### config.mk
export PLATFORM = sky130hd
export DESIGN_NAME = crc8_framed_command_receiver_unit
export DESIGN_NICKNAME = d
export VERILOG_FILES = /design/src/rtl/crc8fcr_pkg.sv /design/src/rtl/crc8fcr_front.sv /design/src/rtl/crc8fcr_queue.sv /design/src/rtl/crc8fcr_back.sv /design/src/rtl/crc8_framed_command_receiver_unit.sv
export VERILOG_INCLUDE_DIRS = /design/src /design/src/rtl
export SDC_FILE = /design/constraint.sdc
export NUM_CORES = 1
export LEC_CHECK = 0
export ABC_AREA = 1
export ABC_CLOCK_PERIOD_IN_PS = 5450
export BUFFER_PORTS_ARGS = -buffer_cell sky130_fd_sc_hd__buf_2
export CORE_MARGIN = 10
export CORE_UTILIZATION = 62
export CTS_CLUSTER_SIZE = 30
export DETAILED_ROUTE_END_ITERATION = 8
export PLACE_DENSITY = 0.82
export SYNTH_ARGS = -nofsm -noshare
export SYNTH_HDL_FRONTEND = slang
export SYNTH_SLANG_ARGS = --single-unit
### constraint.sdc
create_clock -name clk -period 5.45 [get_ports clk]
set_input_delay 0.545 -clock clk [delete_from_list [all_inputs] [get_ports clk]]
set_output_delay 0.545 -clock clk [all_outputs]
set_load 0.005 [all_outputs]
### src/rtl/assert_macros.svh
// Assertion macros used by the top-level RTL file.
`ifndef ASSERT_MACROS_SVH
`define ASSERT_MACROS_SVH

// Implication checked at every rising clk edge, disabled during reset.
`define ASSERT_CLK(label, prop, msg) \
	label: assert property (@(posedge clk) disable iff (!arst_n) (prop)) else $error(msg);

// Next-cycle implication checked at every rising clk edge, disabled during reset.
`define ASSERT_NEXT(label, pre, post, msg) \
	label: assert property (@(posedge clk) disable iff (!arst_n) (pre) |=> (post)) else $error(msg);

`endif

### src/rtl/crc8fcr_pkg.sv
// Types, constants and the CRC-8 step function of the framed command receiver.
package crc8fcr_pkg;

	localparam logic [7:0] HDR_FIRST   = 8'hBB;
	localparam logic [7:0] HDR_SECOND  = 8'hCC;
	localparam logic [7:0] REPLY_FIRST = 8'hAA;
	localparam logic [7:0] CRC_POLY    = 8'h31;
	localparam logic [7:0] CRC_INIT    = 8'hFF;
	localparam logic [7:0] CRC_TOPBIT  = 8'h80;

	localparam int QUEUE_DEPTH_DEF = 2;

	localparam logic [1:0] SLOT_AA    = 2'd0;
	localparam logic [1:0] SLOT_CC    = 2'd1;
	localparam logic [1:0] SLOT_COUNT = 2'd2;
	localparam logic [1:0] SLOT_CRC   = 2'd3;

	typedef struct packed {
		logic [7:0]  count;
		logic [15:0] freq;
	} reply_cmd_t;

	typedef struct packed {
		logic       valid;
		reply_cmd_t cmd;
	} q_rd_t;

	function automatic logic [7:0] crc8_feed(logic [7:0] acc, logic [7:0] b);
		logic [7:0] r;
		r = acc ^ b;
		for (int k = 0; k < 8; k++) begin
			if ((r & CRC_TOPBIT) != 8'h00) begin
				r = {r[6:0], 1'b0} ^ CRC_POLY;
			end else begin
				r = {r[6:0], 1'b0};
			end
		end
		return r;
	endfunction

	localparam logic [7:0] HDR_FIRST_CRC = crc8_feed(CRC_INIT, HDR_FIRST);
	localparam logic [7:0] REPLY_SEED    = crc8_feed(crc8_feed(CRC_INIT, REPLY_FIRST), HDR_SECOND);

endpackage

### src/rtl/crc8fcr_front.sv
// Front end: frame hunting, CRC check and reply request generation.
module crc8fcr_front
	import crc8fcr_pkg::*;
(
	input  logic       clk,
	input  logic       arst_n,
	input  logic       rx_valid,
	output logic       rx_stall,
	input  logic [7:0] rx_byte,
	input  logic       q_full,
	output logic       push_valid,
	output reply_cmd_t push_cmd
);

	typedef enum logic [4:0] {
		PH_HUNT = 5'b00001,
		PH_HDR2 = 5'b00010,
		PH_FLO  = 5'b00100,
		PH_FHI  = 5'b01000,
		PH_CHK  = 5'b10000
	} phase_t;

	phase_t     phase_q;
	logic [7:0] crc_q;
	logic [7:0] freq_lo_q;
	logic [7:0] freq_hi_q;
	logic [7:0] count_q;
	logic       accept;
	logic [7:0] crc_step;

	assign rx_stall   = (phase_q == PH_CHK) && q_full;
	assign accept     = rx_valid && !rx_stall;
	assign crc_step   = crc8_feed(crc_q, rx_byte);
	assign push_valid = accept && (phase_q == PH_CHK) && (rx_byte == crc_q);
	assign push_cmd   = '{count: count_q + 8'd1, freq: {freq_hi_q, freq_lo_q}};

	always_ff @(posedge clk or negedge arst_n) begin
		if (!arst_n) begin
			phase_q <= PH_HUNT;
			crc_q   <= CRC_INIT;
			count_q <= 8'd0;
		end else if (accept) begin
			case (phase_q)
				PH_HDR2: begin
					if (rx_byte == HDR_SECOND) begin
						crc_q   <= crc_step;
						phase_q <= PH_FLO;
					end else if (rx_byte == HDR_FIRST) begin
						crc_q   <= HDR_FIRST_CRC;
						phase_q <= PH_HDR2;
					end else begin
						crc_q   <= CRC_INIT;
						phase_q <= PH_HUNT;
					end
				end
				PH_FLO: begin
					crc_q   <= crc_step;
					phase_q <= PH_FHI;
				end
				PH_FHI: begin
					crc_q   <= crc_step;
					phase_q <= PH_CHK;
				end
				PH_CHK: begin
					crc_q   <= CRC_INIT;
					phase_q <= PH_HUNT;
					if (push_valid) begin
						count_q <= count_q + 8'd1;
					end
				end
				default: begin
					if (rx_byte == HDR_FIRST) begin
						crc_q   <= HDR_FIRST_CRC;
						phase_q <= PH_HDR2;
					end else begin
						crc_q   <= CRC_INIT;
						phase_q <= PH_HUNT;
					end
				end
			endcase
		end
	end

	always_ff @(posedge clk) begin
		if (accept && (phase_q == PH_FLO)) begin
			freq_lo_q <= rx_byte;
		end
		if (accept && (phase_q == PH_FHI)) begin
			freq_hi_q <= rx_byte;
		end
	end

endmodule

### src/rtl/crc8fcr_queue.sv
// Short request queue between the front end and the reply sequencer.
module crc8fcr_queue
	import crc8fcr_pkg::*;
#(
	parameter int DEPTH = QUEUE_DEPTH_DEF
) (
	input  logic       clk,
	input  logic       arst_n,
	input  logic       push_valid,
	input  reply_cmd_t push_cmd,
	output logic       full,
	input  logic       pop,
	output q_rd_t      rd
);

	localparam int PTR_W = (DEPTH > 1) ? $clog2(DEPTH) : 1;
	localparam int CNT_W = $clog2(DEPTH + 1);

	reply_cmd_t       mem_q [DEPTH];
	logic [PTR_W-1:0] wr_ptr_q;
	logic [PTR_W-1:0] rd_ptr_q;
	logic [CNT_W-1:0] cnt_q;
	logic             do_push;
	logic             do_pop;

	assign full     = (cnt_q == CNT_W'(DEPTH));
	assign do_push  = push_valid && !full;
	assign do_pop   = pop && (cnt_q != '0);
	assign rd.valid = (cnt_q != '0);
	assign rd.cmd   = mem_q[rd_ptr_q];

	always_ff @(posedge clk or negedge arst_n) begin
		if (!arst_n) begin
			wr_ptr_q <= '0;
			rd_ptr_q <= '0;
			cnt_q    <= '0;
		end else begin
			if (do_push) begin
				wr_ptr_q <= (wr_ptr_q == PTR_W'(DEPTH - 1)) ? '0 : wr_ptr_q + 1'b1;
			end
			if (do_pop) begin
				rd_ptr_q <= (rd_ptr_q == PTR_W'(DEPTH - 1)) ? '0 : rd_ptr_q + 1'b1;
			end
			case ({do_push, do_pop})
				2'b10:   cnt_q <= cnt_q + 1'b1;
				2'b01:   cnt_q <= cnt_q - 1'b1;
				default: cnt_q <= cnt_q;
			endcase
		end
	end

	always_ff @(posedge clk) begin
		if (do_push) begin
			mem_q[wr_ptr_q] <= push_cmd;
		end
	end

endmodule

### src/rtl/crc8fcr_back.sv
// Back end: reply sequencer that sends four bytes per queued request.
module crc8fcr_back
	import crc8fcr_pkg::*;
(
	input  logic        clk,
	input  logic        arst_n,
	input  q_rd_t       q_rd,
	output logic        pop,
	output logic        tx_valid,
	input  logic        tx_stall,
	output logic [7:0]  tx_byte,
	output logic        last_of_reply,
	output logic [15:0] tone_frequency,
	output logic        tone_on
);

	logic       busy_q;
	logic [1:0] slot_q;
	reply_cmd_t cmd_q;
	logic [7:0] crc_q;
	logic       advance;

	assign tx_valid       = busy_q;
	assign advance        = busy_q && !tx_stall;
	assign last_of_reply  = (slot_q == SLOT_CRC);
	assign pop            = q_rd.valid && (!busy_q || (advance && last_of_reply));
	assign tone_frequency = cmd_q.freq;
	assign tone_on        = |cmd_q.freq;

	always_comb begin
		case (slot_q)
			SLOT_AA:    tx_byte = REPLY_FIRST;
			SLOT_CC:    tx_byte = HDR_SECOND;
			SLOT_COUNT: tx_byte = cmd_q.count;
			default:    tx_byte = crc_q;
		endcase
	end

	always_ff @(posedge clk or negedge arst_n) begin
		if (!arst_n) begin
			busy_q <= 1'b0;
			slot_q <= SLOT_AA;
		end else if (pop) begin
			busy_q <= 1'b1;
			slot_q <= SLOT_AA;
		end else if (advance) begin
			if (last_of_reply) begin
				busy_q <= 1'b0;
			end else begin
				slot_q <= slot_q + 2'd1;
			end
		end
	end

	always_ff @(posedge clk) begin
		if (pop) begin
			cmd_q <= q_rd.cmd;
			crc_q <= crc8_feed(REPLY_SEED, q_rd.cmd.count);
		end
	end

endmodule

### src/rtl/crc8_framed_command_receiver_unit.sv
// The first reply byte follows a good frame's request via the queue and the sequencer.
// One received byte per cycle unless rx_stall is high; each good frame gets a four-byte
// reply, sent one byte per cycle from the queue unless tx_stall is high.
// The front end stalls only on a check byte while the request queue is full.
// Reset (arst_n low, asynchronous): hunting for a header, CRC at 0xFF, count at zero,
// queue empty, no reply pending.
`include "assert_macros.svh"
module crc8_framed_command_receiver_unit
	import crc8fcr_pkg::*;
#(
	parameter int QUEUE_DEPTH = QUEUE_DEPTH_DEF
) (
	input  logic        clk,
	input  logic        arst_n,
	input  logic        rx_valid,
	output logic        rx_stall,
	input  logic [7:0]  rx_byte,
	output logic        tx_valid,
	input  logic        tx_stall,
	output logic [7:0]  tx_byte,
	output logic        last_of_reply,
	output logic [15:0] tone_frequency,
	output logic        tone_on
);

	logic       push_valid;
	reply_cmd_t push_cmd;
	logic       q_full;
	logic       pop;
	q_rd_t      q_rd;

	crc8fcr_front u_front (
		.clk        (clk),
		.arst_n     (arst_n),
		.rx_valid   (rx_valid),
		.rx_stall   (rx_stall),
		.rx_byte    (rx_byte),
		.q_full     (q_full),
		.push_valid (push_valid),
		.push_cmd   (push_cmd)
	);

	crc8fcr_queue #(
		.DEPTH (QUEUE_DEPTH)
	) u_queue (
		.clk        (clk),
		.arst_n     (arst_n),
		.push_valid (push_valid),
		.push_cmd   (push_cmd),
		.full       (q_full),
		.pop        (pop),
		.rd         (q_rd)
	);

	crc8fcr_back u_back (
		.clk            (clk),
		.arst_n         (arst_n),
		.q_rd           (q_rd),
		.pop            (pop),
		.tx_valid       (tx_valid),
		.tx_stall       (tx_stall),
		.tx_byte        (tx_byte),
		.last_of_reply  (last_of_reply),
		.tone_frequency (tone_frequency),
		.tone_on        (tone_on)
	);

	`ASSERT_CLK(a_no_push_when_full, push_valid |-> !q_full, "request pushed into full queue")
	`ASSERT_NEXT(a_reply_continues, tx_valid && !tx_stall && !last_of_reply, tx_valid, "reply broken before its last byte")
	`ASSERT_NEXT(a_idle_after_reply, tx_valid && !tx_stall && last_of_reply && !q_rd.valid, !tx_valid, "reply byte without pending request")
	`ASSERT_CLK(a_pop_only_valid, pop |-> q_rd.valid, "pop from empty queue")

endmodule
==> flow_metrics.env <==
export IMPL_cts_resized=0
export IMPL_nNetsFinal=559
export IMPL_grt_pass1_vias=3694
export IMPL_synth_distinct_cells=39
export IMPL_die_w_um=115
export IMPL_synth_nets=523
export IMPL_fp_coreArea_um2=8720
export IMPL_post_route_util_pct=72.8
export IMPL_grt_pass1_wl_um=17700
export IMPL_ant_nets=0
export IMPL_drtIter0Drc=237
export IMPL_die_area_um2=13200
export IMPL_insertion_delay_ns=0.52
export IMPL_rsz0062_at_grt="no"
export IMPL_synth_top_area_share_pct=51.7
export IMPL_cts_tree="done"
export IMPL_hold_path_class="primary input to async pin"
export IMPL_grt_overflow_total=0
export IMPL_ys_ff_latch=124
export IMPL_die_y_um=115
export IMPL_final_setup_tns_ns=0
export IMPL_routabilityCongestion=0.943
export IMPL_grt_total_usage_pct=17.2
export IMPL_layout_min_cycle_time_ns=2.91
export IMPL_seq_area_frac_synth_pct=64.4
export IMPL_drv_cap=0
export IMPL_critPathKind="register to register"
export IMPL_rows=34
export IMPL_drv_slew=0
export IMPL_post_place_ws_ns=2.61
export IMPL_syn_to_final_growth_pct=13.8
export IMPL_relSlewSlack_pct=21.6
export IMPL_r2r_start="u_front.phase_q[0]$_DFFE_PN1N_"
export IMPL_cts_max_level=4
export IMPL_cts_hold_buffers_added=0
export IMPL_peakVddDrop_mv=0.251
export IMPL_wl_um=10900
export IMPL_synth_edf_count=96
export IMPL_finalPower_mw=2.88
export IMPL_crit_path_start="u_front.phase_q[0]$_DFFE_PN1N_"
export IMPL_cts_root_buf="clkbuf_8"
export IMPL_drc=0
export IMPL_numClockSinks=124
export IMPL_status="completed"
export IMPL_fmax_mhz=344
export IMPL_dp_hpwl_um=7020
export IMPL_clk_pin_slew_ns=0.06
export IMPL_synthFlopType="edfxtp_1"
export IMPL_drive_above_1_share_pct=19.5
export IMPL_portBuffers=39
export IMPL_cts_setup_buffers=0
export IMPL_synth_cells=504
export IMPL_max_clock_path_buffers=2
export IMPL_synthArstFlopShare_pct=22.6
export IMPL_n_antenna_cell=0
export IMPL_cp_arrival_ns=3.03
export IMPL_crit_required_ns=5.57
export IMPL_cts_buffers=17
export IMPL_synth_avg_cell_area_um2=11.1
export IMPL_firstDrtPassIters=5
export IMPL_cp_start_kind="register"
export IMPL_cp_end_kind="register"
export IMPL_p_leak_nw=2.74
export IMPL_antenna_found_initial=0
export IMPL_vias=3664
export IMPL_wl_per_cell_um=16.6
export IMPL_fin_skew_ns=0.0119
export IMPL_crit_path_max_fanout=24
export IMPL_netlist_area_um2=5580
export IMPL_power_density_nw_per_um2=453
export IMPL_setup_slack_ns=2.54
export IMPL_hold_violations=0
export IMPL_yosys_warnings=0
export IMPL_ios=40
export IMPL_viasPerCell=5.54
export IMPL_fin_crit_sh_pct=53.4
export IMPL_synth_area_leaders="edfxtp_1, nand2_1, dfrtp_1, dfstp_2, nand3_1"
export IMPL_grt_start_max_net_pins=35
export IMPL_start_util_pct=64.0
export IMPL_yosys_area_top_type="edfxtp_1"
export IMPL_worst_pin_slew_ns=1.17
export IMPL_setup_viol=0
==> worst max-delay path, cell delays in order, from the launching register on <==
cell,delay [ns]
dfstp_2,0.55
nor2_2,0.06
nand3_2,0.14
inv_1,0.06
nand3_1,0.08
nand2_1,0.23
inv_2,0.24
nand3_1,0.21
nor2_2,0.93
==> synthesized netlist by cell type, types with 2 or more instances <==
master and number:
nand2_1 157, edfxtp_1 96, inv_1 48, nand3_1 38, dfrtp_1 19, buf_4 18, nor2_1 16, xor2_1 14
o21ai_0 10, dfstp_2 9, o21ai_2 8, xnor2_1 8, ha_1 7, nand2_2 6, nor4_1 6, nand4_1 5
inv_2 4, clkbuf_1 3, a21oi_1 2, a22o_1 2, a31oi_1 2, buf_6 2, nand2_4 2, nand3_2 2
nor3_1 2, o21bai_1 2, or2_0 2, or2_2 2, xor2_2 2
==> metal layers <==
metal	global-route usage [%]	vias to the layer above	routed length, um
li1	-	1740	-
met1	19.3	1732	4250
met2	29.1	165	5560
met3	5.83	27	883
met4	8.17	0	248
met5	0	-	0
==> cells by family after synthesis <==
group | synth area share (%)
and+or+nand+nor | 19.4
DFF | 64.4
buffers and inverters | 6.53
AOI/OAI and AO/OA | 3.54
xor gates and xnor gates | 4.53
adders and majority gates | 1.57
==> through the flow <==
| stage | cell area (um2) | cells | hold WS [ns] |
|---|---|---|---|
| finish | 6350 | 661 | 0.0601 |
| floorplan | 5580 | 504 | 0.249 |
| global route | 6350 | 661 | 0.0846 |
| detailed placement | 5750 | 629 | 0.436 |
| CTS | 6350 | 661 | 0.0599 |
| global placement | 5750 | 629 | 0.427 |
==> registers in the layout (all words and copies together), names as in the netlist <==
register               flops
u_back.cmd_q               8
u_back.crc_q               8
u_back.slot_q              2
u_back.tone_frequency     16
u_back.tx_valid            1
u_front.count_q            8
u_front.crc_q              8
u_front.freq_hi_q          8
u_front.freq_lo_q          8
u_front.phase_q            5
u_queue.cnt_q              2
u_queue.mem_q             48
u_queue.rd_ptr_q           1
u_queue.wr_ptr_q           1
==> power breakdown <==
group | switching, mW | internal [mW] | leakage (nW)
Clock | 0.385 | 0.739 | 0.284
Sequential | 0.0837 | 1.17 | 1.25
Combinational | 0.315 | 0.186 | 1.20
Total | 0.785 | 2.09 | 2.74
==> layout make-up <==
class,count,area [um2]
Clock buffer,20,425
Clock inverter,12,170
Fill cell,554,2370
Inverter,52,195
Multi-Input combinational cell,305,1630
Sequential cell,124,3590
Tap cell,108,135
Timing Repair Buffer,40,203
==> path summary, 6_finish.rpt <==
| kind | slack, ns | cells after the start | endpoint |
|---|---|---|---|
| min in group clk | 0.25 | 2 | u_front.phase_q[0]$_DFFE_PN1N_ |
| max | 2.54 | 8 | u_queue.mem_q[0][17]$_DFFE_PP_ |
| max reg2reg | 2.54 | 8 | u_queue.mem_q[0][17]$_DFFE_PP_ |
| min reg2reg | 0.45 | 0 | u_queue.mem_q[1][4]$_DFFE_PP_ |
| min | 0.06 | 1 | u_front.count_q[5]$_DFFE_PN0P_ |
| max in group asynchronous | 4.97 | 1 | u_queue.wr_ptr_q$_DFFE_PN0P_ |
==> cell usage in the layout (no fill, tap or decap), types with 3 or more instances in the layout <==
master     count
buf_2         39
bufinv_16      4
clkbuf_1       3
clkbuf_16     16
dfrtp_1       19
dfstp_2        9
edfxtp_1      96
ha_1           7
inv_1         48
inv_2          4
nand2_1      157
nand2_2        6
nand3_1       38
nand4_1        5
nor2_1        14
nor2_2         3
nor4_1         6
o21ai_0       10
o21ai_2        8
xnor2_1        8
xor2_1        14
Power figures use the tool's default switching activity.
